===== src/hw/rtl/pac_pkg.sv =====
// ----------------------------------------------------------------------------
// pac_pkg
// shared types and constants of the pixel alpha compositor: operation codes,
// request and result payloads, configuration register set
// ----------------------------------------------------------------------------
package pac_pkg;

  typedef enum logic [2:0] {
    OP_BLEND     = 3'd0,
    OP_COPY      = 3'd1,
    OP_INV_BLEND = 3'd2,
    OP_AVG_BLEND = 3'd3,
    OP_AVG_COPY  = 3'd4,
    OP_GLYPH     = 3'd5,
    OP_SWAP      = 3'd6
  } op_t;

  localparam int unsigned ADDR_W = 4;

  localparam logic [1:0] REG_TEXT_COLOR = 2'd0;
  localparam logic [1:0] REG_SWAP_MATCH = 2'd1;
  localparam logic [1:0] REG_SWAP_NEW   = 2'd2;

  localparam logic [23:0] TEXT_COLOR_RST = 24'hFF_FFFF;
  localparam logic [7:0]  CH_MAX         = 8'hFF;

  typedef struct packed {
    logic [2:0]  operation;
    logic [31:0] src_pixel;
    logic [31:0] src_pixel_second;
    logic [31:0] dst_pixel;
    logic [7:0]  coverage;
  } req_t;

  typedef struct packed {
    logic [31:0] result_pixel;
    logic        changed;
  } rsp_t;

  typedef struct packed {
    logic [23:0] text_color;
    logic [31:0] swap_match_color;
    logic [31:0] swap_new_color;
  } cfg_t;

endpackage


===== src/hw/rtl/pac_pipe.sv =====
// ----------------------------------------------------------------------------
// pac_pipe
// three stage compositing pipeline: source select, channel products,
// divide by 255 and final select into the output register
// ----------------------------------------------------------------------------
module pac_pipe (
  input  logic          clk,
  input  logic          rst,
  input  pac_pkg::cfg_t cfg,
  input  logic          in_valid,
  output logic          in_ready,
  input  pac_pkg::req_t in_data,
  output logic          out_valid,
  input  logic          out_ready,
  output pac_pkg::rsp_t out_data
);

  function automatic logic [7:0] avg8(input logic [7:0] a, input logic [7:0] b);
    logic [8:0] s;
    s = {1'b0, a} + {1'b0, b};
    return s[8:1];
  endfunction

  function automatic logic [31:0] avg_px(input logic [31:0] p, input logic [31:0] q);
    return {avg8(p[31:24], q[31:24]), avg8(p[23:16], q[23:16]),
            avg8(p[15:8], q[15:8]), avg8(p[7:0], q[7:0])};
  endfunction

  function automatic logic [7:0] div255(input logic [15:0] x);
    logic [16:0] t;
    t = {1'b0, x} + 17'd1 + {9'd0, x[15:8]};
    return t[15:8];
  endfunction

  logic adv1, adv2, adv3;

  // stage 1: decode and source select
  logic        valid1;
  logic        blend1;
  logic        chg1;
  logic [31:0] src1;
  logic [31:0] dst1;
  logic        blend1_next;
  logic        chg1_next;
  logic [31:0] src1_next;

  // stage 2: products
  logic        valid2;
  logic        blend2;
  logic        chg2;
  logic [31:0] src2;
  logic [31:0] dst2;
  logic [15:0] sum2 [3];
  logic [15:0] sum2_next [3];

  // stage 3: output register
  logic        valid3;
  logic [31:0] res3;
  logic        chg3;
  logic [31:0] res3_next;

  assign adv3     = !valid3 || out_ready;
  assign adv2     = !valid2 || adv3;
  assign adv1     = !valid1 || adv2;
  assign in_ready = adv1;

  always_comb begin
    blend1_next = 1'b0;
    chg1_next   = 1'b1;
    src1_next   = in_data.src_pixel;
    case (in_data.operation)
      pac_pkg::OP_BLEND: begin
        blend1_next = 1'b1;
      end
      pac_pkg::OP_COPY: begin
        blend1_next = 1'b0;
      end
      pac_pkg::OP_INV_BLEND: begin
        blend1_next = 1'b1;
        src1_next   = in_data.src_pixel ^ 32'h00FF_FFFF;
      end
      pac_pkg::OP_AVG_BLEND: begin
        blend1_next = 1'b1;
        src1_next   = avg_px(in_data.src_pixel, in_data.src_pixel_second);
      end
      pac_pkg::OP_AVG_COPY: begin
        src1_next = avg_px(in_data.src_pixel, in_data.src_pixel_second);
      end
      pac_pkg::OP_GLYPH: begin
        if (in_data.coverage == 8'd0) begin
          chg1_next = 1'b0;
          src1_next = in_data.dst_pixel;
        end else begin
          blend1_next = 1'b1;
          src1_next   = {in_data.coverage, cfg.text_color};
        end
      end
      pac_pkg::OP_SWAP: begin
        if (in_data.dst_pixel == cfg.swap_match_color) begin
          src1_next = cfg.swap_new_color;
        end else begin
          chg1_next = 1'b0;
          src1_next = in_data.dst_pixel;
        end
      end
      default: begin
        chg1_next = 1'b0;
        src1_next = in_data.dst_pixel;
      end
    endcase
  end

  always_comb begin
    logic [7:0] a;
    logic [7:0] na;
    a  = src1[31:24];
    na = pac_pkg::CH_MAX - a;
    for (int c = 0; c < 3; c++) begin
      sum2_next[c] = {8'd0, src1[8*c +: 8]} * {8'd0, a}
                   + {8'd0, dst1[8*c +: 8]} * {8'd0, na};
    end
  end

  always_comb begin
    logic [7:0] a;
    a = src2[31:24];
    if (!blend2) begin
      res3_next = src2;
    end else if (a == 8'd0) begin
      res3_next = dst2;
    end else if (a == pac_pkg::CH_MAX) begin
      res3_next = src2;
    end else begin
      res3_next = {pac_pkg::CH_MAX, div255(sum2[2]), div255(sum2[1]), div255(sum2[0])};
    end
  end

  always_ff @(posedge clk) begin
    if (rst) begin
      valid1 <= 1'b0;
      valid2 <= 1'b0;
      valid3 <= 1'b0;
    end else begin
      if (adv1) begin
        valid1 <= in_valid;
      end
      if (adv2) begin
        valid2 <= valid1;
      end
      if (adv3) begin
        valid3 <= valid2;
      end
    end
  end

  always_ff @(posedge clk) begin
    if (adv1) begin
      blend1 <= blend1_next;
      chg1   <= chg1_next;
      src1   <= src1_next;
      dst1   <= in_data.dst_pixel;
    end
    if (adv2) begin
      blend2 <= blend1;
      chg2   <= chg1;
      src2   <= src1;
      dst2   <= dst1;
      sum2   <= sum2_next;
    end
    if (adv3) begin
      res3 <= res3_next;
      chg3 <= chg2;
    end
  end

  assign out_valid             = valid3;
  assign out_data.result_pixel = res3;
  assign out_data.changed      = chg3;

endmodule


===== src/hw/rtl/pixel_alpha_compositor_top.sv =====
// ----------------------------------------------------------------------------
// pixel_alpha_compositor_top
// per-pixel RGBA8888 compositing unit of a 2D blitter with APB register port
// ----------------------------------------------------------------------------
// usage:
//   requests enter on in_valid/in_ready with in_data (operation, source
//   pixels, destination pixel, glyph coverage); each request yields exactly
//   one result on out_valid/out_ready with out_data (result pixel, changed).
//   a request passes three register stages (source select, channel
//   multipliers, divide by 255 with final select) before out_valid; one
//   request is taken every cycle while the receiver keeps taking results
//   or a stage is still empty.
//   when the receiver stalls, results stay in the output register and the
//   stages behind it fill; in_ready falls only once all three are full.
//   registers: 0x0 text_color, 0x4 swap_match_color, 0x8 swap_new_color,
//   written over APB, by the user only while no request is in flight;
//   the block itself has no check for this. reset empties the pipeline
//   and loads text_color with white and both swap colors with zero.
// ----------------------------------------------------------------------------
module pixel_alpha_compositor_top (
  input  logic                       clk,
  input  logic                       rst,
  input  logic                       psel,
  input  logic                       penable,
  input  logic                       pwrite,
  input  logic [pac_pkg::ADDR_W-1:0] paddr,
  input  logic [31:0]                pwdata,
  output logic [31:0]                prdata,
  output logic                       pready,
  input  logic                       in_valid,
  output logic                       in_ready,
  input  pac_pkg::req_t              in_data,
  output logic                       out_valid,
  input  logic                       out_ready,
  output pac_pkg::rsp_t              out_data
);

  pac_pkg::cfg_t cfg;
  logic          wr_en;
  logic [1:0]    reg_idx;

  assign pready  = 1'b1;
  assign wr_en   = psel && penable && pwrite && pready;
  assign reg_idx = paddr[3:2];

  always_ff @(posedge clk) begin
    if (rst) begin
      cfg.text_color       <= pac_pkg::TEXT_COLOR_RST;
      cfg.swap_match_color <= 32'd0;
      cfg.swap_new_color   <= 32'd0;
    end else if (wr_en) begin
      case (reg_idx)
        pac_pkg::REG_TEXT_COLOR: cfg.text_color       <= pwdata[23:0];
        pac_pkg::REG_SWAP_MATCH: cfg.swap_match_color <= pwdata;
        pac_pkg::REG_SWAP_NEW:   cfg.swap_new_color   <= pwdata;
        default: ;
      endcase
    end
  end

  always_comb begin
    case (reg_idx)
      pac_pkg::REG_TEXT_COLOR: prdata = {8'd0, cfg.text_color};
      pac_pkg::REG_SWAP_MATCH: prdata = cfg.swap_match_color;
      pac_pkg::REG_SWAP_NEW:   prdata = cfg.swap_new_color;
      default:                 prdata = 32'd0;
    endcase
  end

  pac_pipe u_pipe (
    .clk       (clk),
    .rst       (rst),
    .cfg       (cfg),
    .in_valid  (in_valid),
    .in_ready  (in_ready),
    .in_data   (in_data),
    .out_valid (out_valid),
    .out_ready (out_ready),
    .out_data  (out_data)
  );

`ifndef SYNTHESIS
  // pipeline is empty after reset
  a_reset_empty: assert property (@(posedge clk) rst |=> !out_valid)
    else $error("result valid right after reset");

  // an accepting receiver never backs up the request side
  a_no_bubble_stall: assert property (@(posedge clk) disable iff (rst)
    (out_ready || !out_valid) |-> in_ready)
    else $error("request stalled while output can move");

  // a write to the new swap color lands in its register
  a_write_reg: assert property (@(posedge clk) disable iff (rst)
    (wr_en && reg_idx == pac_pkg::REG_SWAP_NEW) |=> (cfg.swap_new_color == $past(pwdata)))
    else $error("swap color register not written");
`endif

endmodule


===== config.mk =====
export PLATFORM = sky130hd
export DESIGN_NAME = pixel_alpha_compositor_top
export DESIGN_NICKNAME = d
export VERILOG_FILES = /design/src/hw/rtl/pac_pkg.sv /design/src/hw/rtl/pac_pipe.sv /design/src/hw/rtl/pixel_alpha_compositor_top.sv
export SDC_FILE = /design/constraint.sdc
export NUM_CORES = 1
export LEC_CHECK = 0
export ABC_AREA = 1
export BUFFER_PORTS_ARGS = -buffer_cell sky130_fd_sc_hd__buf_2
export CORE_MARGIN = 2
export CORE_UTILIZATION = 60
export CTS_CLUSTER_DIAMETER = 150
export DETAILED_ROUTE_END_ITERATION = 16
export PLACE_DENSITY = 0.79
export SLEW_MARGIN = 0
export SYNTH_ARGS = -nofsm -noshare
export SYNTH_HDL_FRONTEND = slang
export SYNTH_HIERARCHICAL = 1
export SYNTH_SLANG_ARGS = --single-unit

===== constraint.sdc =====
create_clock -name clk -period 6.7 [get_ports clk]
set_clock_uncertainty 0.2 [all_clocks]
set_input_delay 0.335 -clock clk [delete_from_list [all_inputs] [get_ports clk]]
set_output_delay 0.335 -clock clk [all_outputs]
set_load 0.03 [all_outputs]

=== After elaboration in Yosys (flattened, before gate mapping) ===
Index checks and enable logic that the tools add are counted.

* Add/subtract/negate cells: 14
* Multipliers: 6
* Equal/unequal tests: 10
* Muxes and demuxes: 11
* Bitwise operators: 1
* Reduce and logical (&&, ||, !) cells: 19

{| class="wikitable"
|+ Operators by type and width
! operator !! count
|-
| 32-bit two-way mux || 5
|-
| 32-bit one-hot mux with 5 select lines || 1
|-
| 8-bit by 8-bit multiplier with 16-bit output || 6
|-
| 32-bit one-hot mux with 3 select lines || 1
|-
| 16-bit by 1-bit adder with 16-bit output (second input constant) || 3
|-
| 16-bit adder || 3
|-
| 16-bit by 8-bit adder with 16-bit output || 3
|-
| 8-bit by 8-bit adder with 9-bit output || 4
|-
| 32-bit equality test || 1
|-
| 24-bit NOT || 1
|-
| 8-bit logical NOT || 2
|-
| 3-bit equality test (second input constant) || 3
|-
| 8-bit equality test (second input constant) || 1
|-
| 8-bit subtractor (first input constant) || 1
|-
| 3-bit by 2-bit equality test with 1-bit output (second input constant) || 2
|-
| 2-bit AND reduction || 3
|-
| 5-bit OR reduction || 1
|-
| 2-bit OR reduction || 2
|-
| 3-bit by 1-bit equality test with 1-bit output (second input constant) || 1
|-
| 1-bit logical NOT || 3
|-
| 3-bit logical NOT || 1
|-
| 1-bit logical OR || 3
|-
| 1-bit one-hot mux with 3 select lines || 1
|-
| 3-bit OR reduction || 1
|-
| other kinds (6) || 8
|}

* Bits in registers: 304
* Input bits: 150
* Output and inout bits: 68
* Logic and storage cells: 80

=== Logic depth before layout (Yosys ltp) ===
Gate-level depths: netlist of run 1.

* Depth after elaboration: 5
* Depth in mapped cells: 23
* Mapped depth without buffers: 22

=== Cells and area by module ===
Netlist of run 1, hierarchy kept.

{| class="wikitable"
|+ Modules (own cells, without submodules)
! module !! times used !! cells an instance !! area an instance (um2) !! sequential area each (um2)
|-
| pac_pipe || 1 || 3306 || 26246.4 || 6456.2
|-
| pixel_alpha_compositor_top || 1 || 627 || 4398.0 || 1761.7
|}

=== Least setup slack after synthesis of run 1 ===
OpenSTA, ideal clock, no wires.

* Kind: register -> register
* From: register u_pipe.src1[25]
* To: register u_pipe/sum2[29] (netlist name), data pin
* Library setup time: 0.259 ns
* Data arrival time: 5.223 ns
* Data required time: 6.241 ns
* Setup slack: 1.018 ns
* Cell stages (with the launch flop): 19
* Path buffers: 2
* Clock period less this slack: 5.682 ns
* Cells stage by stage: edfxtp_1 -> clkbuf_1 -> buf_1 -> nand2_1 -> fa_1 -> fa_1 -> fa_1 -> inv_1 -> fa_1 -> fa_1 -> fa_1 -> ha_1 -> a21oi_1 -> a21boi_0 -> inv_1 -> a21o_1 -> nand2_1 -> nand2_1 -> xor2_1

{| class="wikitable"
|+ RTL lines
! element !! RTL line !! source
|-
| from (decl) || pac_pipe.sv:41 || <nowiki>logic [31:0] src1;</nowiki>
|-
| from (signal assigned) || pac_pipe.sv:160 || <nowiki>src1 <= src1_next;</nowiki>
|-
| to (signal assigned) || pac_pipe.sv:168 || <nowiki>sum2 <= sum2_next;</nowiki>
|-
| to (decl) || pac_pipe.sv:53 || <nowiki>logic [15:0] sum2 [3];</nowiki>
|}

==> flow_summary_export.csv, run 1 <==
group,metric,value,unit
run_status,outcome,"finished, final reports clean",
placed_design,port_buffers,214,
global_route,grt_start_max_net_pins,89,
clocking,cts_buffer_depth,3,
routing,dr.pass1.iters,6,
power,p_leak,17.8,nW
placed_design,placedCellCount,4710,
synthesis,yosysMostFrequentCell,"nand2_1",
power,p_sw_share,49.2,%
floorplanning,die-area,52900,um2
routing,drtIter0Drc,2644,
floorplanning,start_util,61.0,%
clocking,cts.sinks,304,
synthesis,synth_top_area_share,20.9,%
final_layout,final_cells,4841,
power,powerDensity,602,nW/um2
global_route,grt_pass1_vias,25844,
clocking,clock_latency,570,ps
placed_design,place_area,31900,um2
floorplanning,dieWidth,230,um
setup_path,r2r_slack,370,ps
routing,routed_wl,84600,um
sta,worstMarginPinSlew,1330,ps
synthesis,netlist-cell-type-count,50,
synthesis,synth_seq_cells,304,
synthesis,syn_avg_cell_area,7.79,um2
power,combPwrFrac,73.5,%
setup_path,timing.rr.start,"u_pipe/src1[25]$_DFFE_PP_",
setup_path,worst_setup_path_end_kind,"register",
synthesis,ys.flop_type,"edfxtp_1",
sta,slew-limit-headroom,11.1,%
floorplanning,num_rows,82,
routing,wire_per_inst,17.5,um
setup_path,worstPathArrival,6450,ps
setup_path,path_max_fanout,18,
synthesis,syn_area,30600,um2
synthesis,ys_seq_area_share,26.8,%
power,p_sw,9.99,mW
power,p_int,10.3,mW
flow_run,drv_cap,0,
routing,via_count,26437,
min_path,hold_path_depth,3,
synthesis,synth_cells,3933,
synthesis,synth_area_leaders,"edfxtp_1 21%, fa_1 19%, nand2_1 11%, inv_1 9.9%, ha_1 9.6%",
routing,via_per_inst,5.46,
sta,hold_viol_final,0,
clocking,cts_hold_buffers,68,
global_route,antenna_found_initial,1,
sta,fin_crit_sh,94.5,%
synthesis,yosys.area.top_type,"edfxtp_1",
clocking,postCtsSetupBuffers,0,
setup_path,rr_endpoint,"u_pipe/sum2[29]$_DFFE_PP_",
clocking,clk_pin_slew_worst_paths,60,ps
power,peakVddDrop,0.876,mV
global_route,overflow,0,
synthesis,yosysWarnings,6,
placed_design,place_hpwl,62200,um
placed_design,gp_congestion,0.988,
clocking,post_cts_resized,0,
min_path,holdPathEnd,"u_pipe/blend1$_DFFE_PP_",
final_layout,area_delta_synth_final,10.1,%
setup_path,path_class,"register to register",
synthesis,synth_edf_count,213,
clocking,cts_root_buf,"clkbuf_16",
floorplanning,core,50300,um2
sta,holdWs,32.8,ps
power,total_power,20.3,mW
sta,fmax,158,MHz
setup_path,cp-start-kind,"register",
sta,rsz0062_at_grt,"false",
floorplanning,io_pins,218,
clocking,htreeDepth,2,
synthesis,synth_common_cells,"929 x nand2_1, 807 x inv_1, 425 x nor2_1",
final_layout,drive_above_1_share,9.31,%
global_route,grt_pass1_wl,135000,um
routing,drc_errors,0,
sta,setup_tns,0,ps
setup_path,reg2reg_depth,21,
synthesis,async_flop_share,0,%
final_layout,final_nets,4819,
floorplanning,die_h,230,um
min_path,min_from,"in_data[105]",
routing,postRouteAntennaNets,0,
clocking,cts_made_buffers,34,
sta,setup_viol,0,
min_path,min_path_type,"input pin to register",
power,clock_power_share,9.3,%
power,p_seq_share,17.2,%
final_layout,final_cell_area,33700,um2
setup_path,required,6810,ps
global_route,grt_usage,32.4,%
sta,slew_viol_final,0,
sta,period_needed,6330,ps
clocking,cts_tree,"yes",
-- worst max path at each step --
stage,startpoint,end,slack [ps],cells past startpoint
2_1_floorplan,u_pipe/src1[25]$_DFFE_PP_,u_pipe/sum2[29]$_DFFE_PP_,1020,18
3_3_place_gp,u_pipe/src1[25]$_DFFE_PP_,u_pipe/sum2[29]$_DFFE_PP_,440,21
3_5_place_dp,u_pipe/src1[25]$_DFFE_PP_,u_pipe/sum2[29]$_DFFE_PP_,390,21
4_1_cts,u_pipe/src1[25]$_DFFE_PP_,u_pipe/sum2[29]$_DFFE_PP_,380,21
5_1_grt,u_pipe/src1[25]$_DFFE_PP_,u_pipe/sum2[29]$_DFFE_PP_,60,21
6_report,u_pipe/src1[25]$_DFFE_PP_,u_pipe/sum2[29]$_DFFE_PP_,370,21
-- stage by stage --
| step | setup slack [ps] | util (%) |
|---|---|---|
| finish | 365 | 67.1 |
| global route | 55.2 | 67.1 |
| CTS | 385 | 67.1 |
| detailed placement | 389 | 63.5 |
| global placement | 444 | 63.5 |
| floorplan | 1020 | - |
-- layout make-up --
class                   instances  area, um2
diodes                          1       2.50
clock buffers                  49        990
clock inverters                13        110
fillers                      4090      16500
inverters                     837       3150
multi-input cells            2647      18300
flip-flops and latches        304       8220
well taps                     672        841
repair buffers                318       2070
-- cells by family (layout without fill, tap and decap cells) --
group	Yosys count	in the layout	synth area share, %
other cells	2	5	0.0245
simple gates	1748	1748	23.8
fa+ha+maj	527	527	28.7
buf+inv	984	1217	13.4
compound gates	307	307	5.52
flops	304	304	26.8
xor+xnor	61	61	1.74
-- registers in the layout (all words and copies together) (netlist names) --
name,cells
u_pipe/sum2,48
u_pipe/dst2,32
cfg,88
u_pipe/valid2,1
u_pipe/src2,32
u_pipe/src1,32
u_pipe/out_valid,1
u_pipe/chg2,1
u_pipe/blend2,1
u_pipe/chg1,1
u_pipe/valid1,1
u_pipe/dst1,32
u_pipe/blend1,1
u_pipe/res3,32
u_pipe/chg3,1
-- metal layers --
layer  share of wire [%]  track usage [%]
met1                  39             41.7
met2                  46             53.0
met3                 8.9             5.03
met4                 5.8             17.0
met5                   0                0
-- worst max-delay path: stages, from the launching register on --
cell      delay (ps)
edfxtp_1        1000
buf_4            370
nand2_1          110
fa_1             540
inv_1             40
ha_1             260
inv_1             60
fa_1             500
inv_1             50
fa_1             530
inv_1             50
fa_1             470
inv_1             50
fa_1             360
ha_1             370
a21oi_1          160
a21boi_0         410
inv_1            110
a21o_1           190
nand2_1           60
nand2_1           50
xor2_1           140
-- power by group through the flow --
stage                     sequential (mW)  combinational, mW  clock, mW
after floorplan                      3.48               11.5          0
after global placement               3.51               14.1          0
after detailed placement             3.52               14.6          0
after CTS                            3.48               14.8       1.90
after global routing                 3.53               17.1       1.98
final                                3.49               14.9       1.89
-- cells in the final DEF (no fill, tap or decap), types with 5 or more instances in the layout --
cell	instances
nor3_1	16
dfxtp_1	91
inv_2	20
a21oi_1	144
or2_2	13
buf_2	214
inv_1	806
xor2_1	34
o21bai_1	6
nand2_2	27
buf_4	32
nand4_1	18
edfxtp_1	213
inv_4	5
nor4_1	5
nand3_1	281
a211oi_1	11
ha_1	235
o21ai_0	116
nand2_1	927
clkinv_1	12
nor2_4	7
fa_1	292
xnor2_1	27
nand3b_1	14
a22oi_2	7
clkbuf_16	36
nor2_1	424
dlygate4sd3_1	68
clkbuf_1	9
Note: power is estimated with default switching activity, not from simulation.
==> run 2, diff against run 1 <==
--- a/config.mk
+++ b/config.mk
@@ -7,11 +7,13 @@
 export LEC_CHECK = 0
 export ABC_AREA = 1
 export BUFFER_PORTS_ARGS = -buffer_cell sky130_fd_sc_hd__buf_2
+export CELL_PAD_IN_SITES_DETAIL_PLACEMENT = 0
+export CELL_PAD_IN_SITES_GLOBAL_PLACEMENT = 2
 export CORE_MARGIN = 2
-export CORE_UTILIZATION = 60
-export CTS_CLUSTER_DIAMETER = 150
+export CORE_UTILIZATION = 37
+export CTS_CLUSTER_DIAMETER = 50
 export DETAILED_ROUTE_END_ITERATION = 16
-export PLACE_DENSITY = 0.79
+export PLACE_DENSITY_LB_ADDON = 0.1
 export SLEW_MARGIN = 0
 export SYNTH_ARGS = -nofsm -noshare
 export SYNTH_HDL_FRONTEND = slang
==> run 2 against run 1 <==
  * Non-clock buffer count fell by 1
  * First-iteration DRC count decreased by 42%
  * Combinational power barely moved
  * Critical path depth is 2 lower
  * Critical endpoint unchanged
  * Largest cell class unchanged
  * Highest routed layer unchanged
==> flow_summary_export.csv, run 2 (synthesis gave the netlist of run 1 again) <==
group,metric,value,unit
final_layout,final_cell_mix,"927 x nand2_1, 805 x inv_1, 424 x nor2_1, 292 x fa_1, 281 x nand3_1",
floorplanning,dieWidth,292,um
floorplanning,die-area,85100,um2
sta,rsz0062_at_grt,"false",
global_route,grt_pass1_wl,156000,um
sta,fin_crit_sh,92.2,%
clocking,postCtsSetupBuffers,0,
flow_run,drv_cap,0,
final_layout,final_cells,5265,
clocking,cts_buffer_depth,3,
routing,drtIter0Drc,1533,
final_layout,reg_top3,"cfg (88), u_pipe/sum2 (48)",
run_status,outcome,"finished, final reports clean",
sta,setup_viol,0,
setup_path,crit_path_start,"u_pipe/src1[26]$_DFFE_PP_",
floorplanning,core,82000,um2
sta,hold_viol_final,0,
floorplanning,num_rows,105,
setup_path,max_stage_delay,750,ps
placed_design,port_buffers,214,
sta,fmax,162,MHz
final_layout,fillers,8706,
setup_path,path_buf_inv,5,
clocking,clock_latency,620,ps
setup_path,cp_top_family,"adder cells",
routing,routed_wl,103000,um
setup_path,reg2reg_depth,19,
global_route,overflow,0,
final_layout,area_delta_synth_final,13.5,%
routing,via_count,25097,
setup_path,endpoint,"u_pipe/sum2[29]$_DFFE_PP_",
final_layout,top_register,"cfg",
power,peakVddDrop,0.684,mV
placed_design,place_area,32500,um2
global_route,grt_pass1_vias,25315,
sta,period_needed,6180,ps
setup_path,required,6850,ps
setup_path,path_max_fanout,9,
routing,drc_errors,0,
clocking,cts_root_buf,"clkbuf_16",
final_layout,ff_latch_area,8220,um2
placed_design,gp_congestion,0.887,
floorplanning,io_pins,218,
global_route,grt_usage,24.5,%
clocking,cts_made_buffers,48,
global_route,grt_start_max_net_pins,89,
setup_path,path_common_cell,"fa_1",
setup_path,worstPathArrival,6330,ps
clocking,cts.sinks,304,
setup_path,r2r_slack,520,ps
setup_path,timing.rr.start,"u_pipe/src1[26]$_DFFE_PP_",
sta,setup_tns,0,ps
final_layout,final_nets,4832,
routing,via_per_inst,4.77,
final_layout,final_cell_area,34800,um2
setup_path,path_class,"register to register",
power,powerDensity,600,nW/um2
min_path,min_path_type,"input pin to register",
floorplanning,start_util,37.4,%
routing,dr.pass1.iters,5,
sta,slew-limit-headroom,28.3,%
power,p_leak,18.1,nW
final_layout,mostFrequentLayoutCell,"nand2_1",
final_layout,largest_reg_flops,88,
final_layout,multi_input_area,18400,um2
routing,postRouteAntennaNets,0,
setup_path,worst_setup_path_end_kind,"register",
setup_path,path_cells,"clkinv_1 -> nand2_1 -> fa_1 -> inv_1 -> fa_1 -> inv_1 -> fa_1 -> inv_1 -> fa_1 -> fa_1 -> fa_1 -> ha_1 -> a21oi_1 -> a21boi_0 -> inv_1 -> a21o_1 -> nand2_1 -> nand2_1 -> xor2_1",
placed_design,place_hpwl,79800,um
setup_path,rr_endpoint,"u_pipe/sum2[29]$_DFFE_PP_",
floorplanning,die_h,292,um
sta,slew_viol_final,0,
final_layout,drive_above_1_share,9.95,%
setup_path,cp-start-kind,"register",
setup_path,cp.depth,19,
clocking,clk_pin_slew_worst_paths,60,ps
sta,worstMarginPinSlew,1070,ps
clocking,cts_tree,"yes",
global_route,antenna_found_initial,1,
routing,wire_per_inst,19.6,um
clocking,htreeDepth,2,
placed_design,placedCellCount,5107,
setup_path,slowest_stage,"edfxtp_1",
run 2: worst min-delay path by stage:
| stage | start | slack, ps | end | cells after the start |
|---|---|---|---|---|
| floorplan | u_pipe/blend1$_DFFE_PP_ | 200 | u_pipe/blend2$_DFFE_PP_ | 0 |
| global placement | u_pipe/dst1[28]$_DFFE_PP_ | 200 | u_pipe/dst2[28]$_DFFE_PP_ | 0 |
| detailed placement | u_pipe/dst1[25]$_DFFE_PP_ | 200 | u_pipe/dst2[25]$_DFFE_PP_ | 0 |
| CTS | in_data[104] | 10 | u_pipe/blend1$_DFFE_PP_ | 4 |
| global route | in_data[104] | 80 | u_pipe/chg1$_DFFE_PP_ | 2 |
| finish | in_data[104] | 40 | u_pipe/blend1$_DFFE_PP_ | 4 |
run 2: what timing repair did:
item / 4_1_cts / 5_1_grt
resized for setup: 0 / 0
endpoints found under the hold margin: 129 / 0
hold buffers: 68 / 0
endpoints found under the setup margin: 0 / 0
run 2: area by class of cell:
type | count | area share [%]
diodes | 3 | 0.0216
clock buffers | 54 | 3.52
clock inverters | 33 | 1.10
inverters | 837 | 9.06
multi-input cells | 2647 | 52.7
flip-flops and latches | 304 | 23.6
well taps | 1070 | 3.85
repair buffers | 317 | 6.08
run 2: metal layers:
layer  vias up  track usage, %  wire [um]
li1      12506               -          -
met1     11879            31.6      44600
met2       575            41.2      48900
met3       137            3.08       4720
met4         0            10.7       5040
met5         -               0          0
run 2: power by group:
group          switching, mW  internal (mW)  leakage, nW
sequential             0.325           3.18         3.01
clock                   1.01           1.50        0.780
combinational           8.83           6.01         14.3
total                   10.2           10.7         18.1
run 2: worst register-to-register path, cell delays in order, from the launching register on:
cell      delay (ps)
edfxtp_1         750
clkinv_1         520
nand2_1          220
fa_1             190
inv_1             50
fa_1             470
inv_1             50
fa_1             530
inv_1             50
fa_1             460
fa_1             510
fa_1             410
ha_1             360
a21oi_1          150
a21boi_0         420
inv_1            120
a21o_1           190
nand2_1           60
nand2_1           50
xor2_1           140
run 2: per-stage QoR:
step | util [%] | hold slack, ps | worst slack (ps) | power [mW]
final | 42.4 | 37.8 | 524 | 20.9
after global routing | 42.4 | 75.5 | 254 | 23.6
after CTS | 42.4 | 10.2 | 493 | 21.2
after detailed placement | 39.6 | 205 | 499 | 18.5
after global placement | 39.6 | 202 | 527 | 18.5
after floorplan | - | 200 | 1020 | 15.0
